==> config.mk <==
export PLATFORM = sky130hd
export DESIGN_NAME = cmfa_run_unit
export DESIGN_NICKNAME = d
export VERILOG_FILES = /design/src/sv/cmfa_pkg.sv /design/src/sv/cmfa_run_unit.sv
export SDC_FILE = /design/constraint.sdc
export NUM_CORES = 1
export LEC_CHECK = 0
export BUFFER_PORTS_ARGS = -buffer_cell sky130_fd_sc_hd__clkbuf_2
export CELL_PAD_IN_SITES_DETAIL_PLACEMENT = 1
export CELL_PAD_IN_SITES_GLOBAL_PLACEMENT = 2
export CORE_MARGIN = 2
export CORE_UTILIZATION = 25
export DETAILED_ROUTE_END_ITERATION = 8
export GPL_TIMING_DRIVEN = 1
export PLACE_DENSITY_LB_ADDON = 0.2
export SLEW_MARGIN = 20
export SYNTH_ARGS = -nofsm -noshare
export SYNTH_HDL_FRONTEND = slang
export SYNTH_SLANG_ARGS = --single-unit
==> constraint.sdc <==
create_clock -name clk_i -period 7.8 [get_ports clk_i]
set_input_delay 1.95 -clock clk_i [delete_from_list [all_inputs] [get_ports clk_i]]
set_output_delay 1.95 -clock clk_i [all_outputs]
set_load 0.005 [all_outputs]
==> src/sv/cmfa_pkg.sv <==
// ----------------------------------------------------------------------------
// cmfa_pkg: shared types and constants of the chunk map allocator
// Holds field widths, chunk mark codes, register indexes and the control
// struct that drives the run unit.
// ----------------------------------------------------------------------------
package cmfa_pkg;

  localparam int unsigned REQ_W      = 21;
  localparam int unsigned CB_W       = 13;
  localparam int unsigned UB_W       = 21;
  localparam int unsigned COV_W      = 22;
  localparam int unsigned PAGE_NUM_W = 3;
  localparam int unsigned START_W    = 8;
  localparam int unsigned CFG_IDX_W  = 8;
  localparam int unsigned CFG_DATA_W = 32;
  localparam int unsigned MARK_W     = 2;

  localparam logic [CB_W-1:0] CHUNK_BYTES_RST       = CB_W'(16);
  localparam logic [UB_W-1:0] PAGE_USABLE_BYTES_RST = UB_W'(4096);

  // Configuration register indexes
  localparam logic [CFG_IDX_W-1:0] CFG_CHUNK_BYTES       = CFG_IDX_W'(0);
  localparam logic [CFG_IDX_W-1:0] CFG_PAGE_USABLE_BYTES = CFG_IDX_W'(1);

  // Chunk mark codes
  localparam logic [MARK_W-1:0] MARK_FREE = 2'd0;
  localparam logic [MARK_W-1:0] MARK_BODY = 2'd1;
  localparam logic [MARK_W-1:0] MARK_LAST = 2'd2;

  typedef struct packed {
    logic clear;  // restart the run at chunk zero
    logic step;   // one mark arrives
    logic free;   // that mark is free
  } run_ctl_t;

endpackage

==> src/sv/cmfa_run_unit.sv <==
// ----------------------------------------------------------------------------
// cmfa_run_unit: shared run accumulator
// Sums the bytes of the current free run one mark at a time and flags the
// first mark at which the run covers the request.
// ----------------------------------------------------------------------------
module cmfa_run_unit import cmfa_pkg::*; #(
  parameter int unsigned CIDX_W = 8,
  parameter int unsigned CNT_W  = 9
) (
  input  logic              clk_i,
  input  logic              rst_ni,
  input  run_ctl_t          ctl_i,
  input  logic [CIDX_W-1:0] idx_i,
  input  logic [CB_W-1:0]   chunk_bytes_i,
  input  logic [REQ_W-1:0]  need_i,
  output logic              hit_o,
  output logic [CNT_W-1:0]  start_o
);

  logic [COV_W-1:0] cov_q, cov_d, sum;
  logic [CNT_W-1:0] start_q, start_d;

  assign sum   = cov_q + COV_W'(chunk_bytes_i);
  assign hit_o = ctl_i.step && ctl_i.free && (sum >= COV_W'(need_i));
  assign start_o = start_q;

  always_comb begin
    cov_d   = cov_q;
    start_d = start_q;
    if (ctl_i.clear) begin
      cov_d   = '0;
      start_d = '0;
    end else if (ctl_i.step) begin
      if (ctl_i.free) begin
        cov_d = sum;
      end else begin
        // busy mark: the next run can start one chunk later
        cov_d   = '0;
        start_d = CNT_W'(idx_i) + CNT_W'(1);
      end
    end
  end

  always_ff @(posedge clk_i or negedge rst_ni) begin
    if (!rst_ni) begin
      cov_q   <= '0;
      start_q <= '0;
    end else begin
      cov_q   <= cov_d;
      start_q <= start_d;
    end
  end

endmodule

# Yosys cells after proc, flatten, opt, wreduce, memory -nomap -nowiden

Cells that the tools add are included.

$add $sub $neg: 2
$mul: 0
Divide/modulo/power cells: 0
$lt $le $gt $ge: 1
Equality and inequality tests: 1
Shift operators: 0
Muxes and demuxes: 6
Bitwise logic cells: 0
Reductions and logical operators: 4

Operators by type and width:

| cell                | number |
|---|---|
| $mux 22             | 3 |
| $mux 9              | 3 |
| $add 22x13->22      | 1 |
| $ge 22x21->1        | 1 |
| $add 8x1->9 const B | 1 |
| $logic_and 1x1->1   | 2 |
| $ne 2x1->1 const B  | 1 |
| $reduce_and 2->1    | 1 |
| $reduce_bool 2->1   | 1 |

Register bits: 31
Latch bits: 0
Bits in writable memories: 0
Memory bits (read-only): 0
Output and inout port bits: 10
Logic and storage cells: 16
Memories kept: 0

# Logic depth before layout (Yosys ltp)

Word-level depth: 4
Mapped depth: 16

# Worst setup path before layout

Ideal clock, no wire load.

Kind: input to output
Start point: in chunk_bytes_i[0]
End point: out hit_o
Arrival: 4.869 ns
Path slack: 0.981 ns
Stages on the path: 16
Buffers on the path: 0
Path through: ha_1 -> inv_1 -> fa_1 -> nor2b_1 -> o2111ai_1 -> a21oi_1 -> o31ai_2 -> or2_2 -> xnor2_1 -> ha_1 -> nand4_1 -> nor2_1 -> a2111oi_0 -> o21ai_0 -> o31ai_1 -> a41oi_1

Longest elaborated chain between the ends: 3

Ends and longest elaborated chain:

| what              | line                | RTL |
|---|---|---|
| start, declared   | cmfa_run_unit.sv:14 | `input logic [CB_W-1:0] chunk_bytes_i,` |
| $add 22x13->22    | cmfa_run_unit.sv:23 | `assign sum = cov_q + COV_W'(chunk_bytes_i);` |
| $ge 22x21->1      | cmfa_run_unit.sv:24 | `assign hit_o = ctl_i.step && ctl_i.free && (sum >= COV_W'(need_i));` |
| $logic_and 1x1->1 | cmfa_run_unit.sv:24 |  |
| end, declared     | cmfa_run_unit.sv:16 | `output logic hit_o,` |

Every way passes these cells.

# Worst setup path after layout

Start point: in chunk_bytes_i[1]
End point: out hit_o

Same word-level chain as after synthesis.

==> impl_results.md <==
- Status: finished, final reports clean
- Maximum operating frequency: approximately 0.13 GHz
- Via Count: ~2500
- Final Wtd Congestion: approximately 0.75
- Share of cells above drive strength 1: between 20% and 30%
- Fill cells: 1308
- Area growth from synthesis to layout: 20.8%
- Initial antenna violation count: 0
- Mapped Cells: roughly 310
- # H-tree levels: 2
- DRT iter0 DRCs: 43
- Power per Cell Area: between 100 and 150 nW/um^2
- Max FO, Critical Path: 14
- Post-DR wirelength/cell: 15.8 um
- Antenna Violating Nets Remaining: 0
- CP required: between 5 and 6 ns
- Yosys warns: 0
- Maximum root-to-sink buffer count: 2
- Hold Crit Depth: 2
- Die height: 108 um
- Port Buffers: 56
- Final #Nets: 457
- Ys async rst share: 100%
- Crit-path cells: clkbuf_2, ha_1, a211o_1, a211oi_2, nor4_2, o31ai_2, buf_4, nor2_1, xor2_1, ha_1, nand4_1, nor2_1, a2111oi_0, o21ai_0, o31ai_1, a41oi_1, clkbuf_2
- Synth Cell Area: 2710 um^2
- Pin count of the biggest net entering global routing: 32
- RSZ-0062 raised after global routing: false
- Seq/Total Area, Yosys: 28.6%
- Power, Total: 0.000469 W
- Dpl cell area: between 3000 and 4000 um^2
- Placement-stage worst setup slack: 0.397 ns
- Residual DRC count: 0
- Die ar.: 11700 um^2
- DRT Wirelength: roughly 8 mm
- Minimum clock period: 7.42 ns
- Clk slew on worst S/H paths: 0.07 ns
- Max_slew headroom: 36.2%
- Worst path max stage delay: 0.36 ns
- Setup TNS: 0 ns
- Resized Gates After CTS: 0
- Core ar.: 10700 um^2
- Hold path startpoint: start_o[3]
- Flop2flop setup slack: 5.12 ns
- Worst-Skew Late Latency: 0.29 ns
- Seq. cell area: 776 um^2
- Final setup viols: 0
- Slew Limit Fails: 0
- Worst slew pin tran: 0.956 ns
- Crit path DAT: 5.47 ns
- Path depth of the worst reg2reg path: 10
- Vias in the first global route: 2674
- Hold Path Sink: start_o[3]
- Ports: 57
- Diode count: 0
- Post-synth EDFFs: 0
- Post-DP HPWL: 6.36 mm
- CTS Sinks: 31
- Final Hold Viols: 0
- Grt total ovfl: 0
- Predominant post-synthesis flop cell: dfrtp_1
- Placement Rows: 38
- Register bit count reported by yosys: 31
- Num CTS Buffers: 5
- CP Launch Type: input port
- Total GRT Usage: 14.6%
- Max IR drop VDD: 0.0000749 V
- First-pass GRT wire length: 13.3 mm
- FF-to-FF Start: cov_q[0]
- First-pass DRT Iterations: 4
- CTS tree: yes
- Slowest CP cell: a211oi_2
- Mean Syn Cell Area: 8.65 um^2
- Finished Cell Area: 3270 um^2
- Synth cell types: 50
- Postcts setup bufs: 0
- Chip Width: 108 um
- Final WS setup: 0.383 ns
- Initial Utilization: between 20% and 30%
- Max Cap Violations: 0
- Clock root buffer: clkbuf_8
- Area of the multi-input gates: 1790 um^2
- CP Capture Type: primary output
- CTS Hold Bufs: 0
- Kind of critical path: in2out
- DR vias/cell: just under 5
- Static Leak: 1.68 nW
- Post-Syn Nets: 396
- Clk_skew: 0.00474 ns
- Period Utilization, post-route: 95.1%
- Reg-to-Reg End: cov_q[18]
- Hold Crit Class: reg2reg
## kinds of logic after synthesis
family / count (synthesis) / synth area share (%)
AOI/OAI and AO/OA: 92 / 23.4
xor gates and xnor gates: 23 / 7.44
adders and majority gates: 36 / 16.9
buffers and inverters: 35 / 5.54
DFF: 31 / 28.6
and+or+nand+nor: 96 / 18.1
## area by class of cell
class                           instances  area share [%]
Timing Repair Buffer                   60            9.48
Tap cell                              140            5.35
Clock inverter                          2            1.07
Clock buffer                            6            2.52
Multi-Input combinational cell        247            54.5
Sequential cell                        31            23.7
Inverter                               29            3.33
## worst max-delay path by stage
stage | startpoint | endpoint | slack, ns | depth (start not counted)
4_1_cts | chunk_bytes_i[1] | hit_o | 0.35 | 17
2_1_floorplan | chunk_bytes_i[0] | hit_o | 0.98 | 16
3_3_place_gp | chunk_bytes_i[1] | hit_o | 0.48 | 17
3_5_place_dp | chunk_bytes_i[1] | hit_o | 0.40 | 17
5_1_grt | chunk_bytes_i[1] | hit_o | 0.0002 | 17
6_report | chunk_bytes_i[1] | hit_o | 0.38 | 17
## stage by stage
| step | instances | utilization (%) | hold WS (ns) |
|---|---|---|---|
| 5_1_grt | 515 | 30.6 | 0.522 |
| 3_5_place_dp | 507 | 29.5 | 0.470 |
| 3_3_place_gp | 507 | 29.5 | 0.462 |
| 6_report | 515 | 30.6 | 0.483 |
| 2_1_floorplan | 313 | - | 0.453 |
| 4_1_cts | 515 | 30.6 | 0.488 |
## critical path, delay by kind of cell
family / cells / cell delay, ns
xor gates and xnor gates: 1 / 0.15
adders and majority gates: 2 / 0.63
buffers and inverters: 3 / 0.49
and+or+nand+nor: 4 / 0.43
AOI/OAI and AO/OA: 7 / 1.82
## state kept, by name, indices dropped and copies added, names as in the netlist
signal,flops
cov_q,22
start_o,9
## power by group
| part | internal, W | total [W] | switching, W |
|---|---|---|---|
| Sequential | 0.000167 | 0.000170 | 0.00000383 |
| Clock | 0.000103 | 0.000174 | 0.0000704 |
| Combinational | 0.0000528 | 0.000125 | 0.0000720 |
| Total | 0.000323 | 0.000469 | 0.000146 |
## cells in the mapped netlist, types with 2 or more instances
library cell  count  area share [%]
xnor2_1          13             4.2
a21oi_1          20             3.7
o21a_1            5             1.4
nor3_1            4            0.74
inv_1            29             4.0
nand4_1           7             1.6
o21bai_1          2            0.55
nand3_1          12             2.2
dfrtp_1          31              29
a21o_1            5             1.4
a22o_1            9             2.9
nor2b_1           4            0.92
a2111oi_0         2            0.65
and3_1            5             1.2
buf_6             2            0.83
o31ai_1           4             1.1
or3_1             3            0.69
a21o_2            3            0.97
ha_1             35              16
nand2_1          29             4.0
clkbuf_1          3            0.42
o21ai_0          20             3.7
a21boi_0          3            0.83
o211ai_1          2            0.55
xor2_1           10             3.2
nor2_1           16             2.2
a2bb2oi_1         3            0.97
or2_2             3            0.69
o21ai_1           2            0.37
o31ai_2           2            0.92
nand2b_1          2            0.46
or4_1             5             1.4
## per-layer routing
layer,up-vias,GRT usage [%],part of all wire (%)
met4,0,3.30,0.85
li1,1253,-,-
met5,-,0,0
met2,40,25.9,48
met3,5,2.77,3.8
met1,1199,18.3,48
## cell usage in the layout, fill, tap and decap left out, drive strengths merged, types with 2 or more instances in the layout
cell type  count
clkbuf        62
ha            35
dfrtp         31
inv           29
nand2         29
o21ai         22
a21oi         20
nor2          16
xnor2         13
nand3         12
xor2          10
a22o           9
a21o           8
nand4          7
o31ai          6
o21a           5
and3           5
or4            5
nor2b          4
nor3           4
buf            4
or2            3
a21boi         3
or3            3
a2bb2oi        3
o211ai         3
nand2b         2
o21bai         2
a2111oi        2
a211oi         2
nor4           2
No activity file was read; power rests on OpenSTA's default activity.
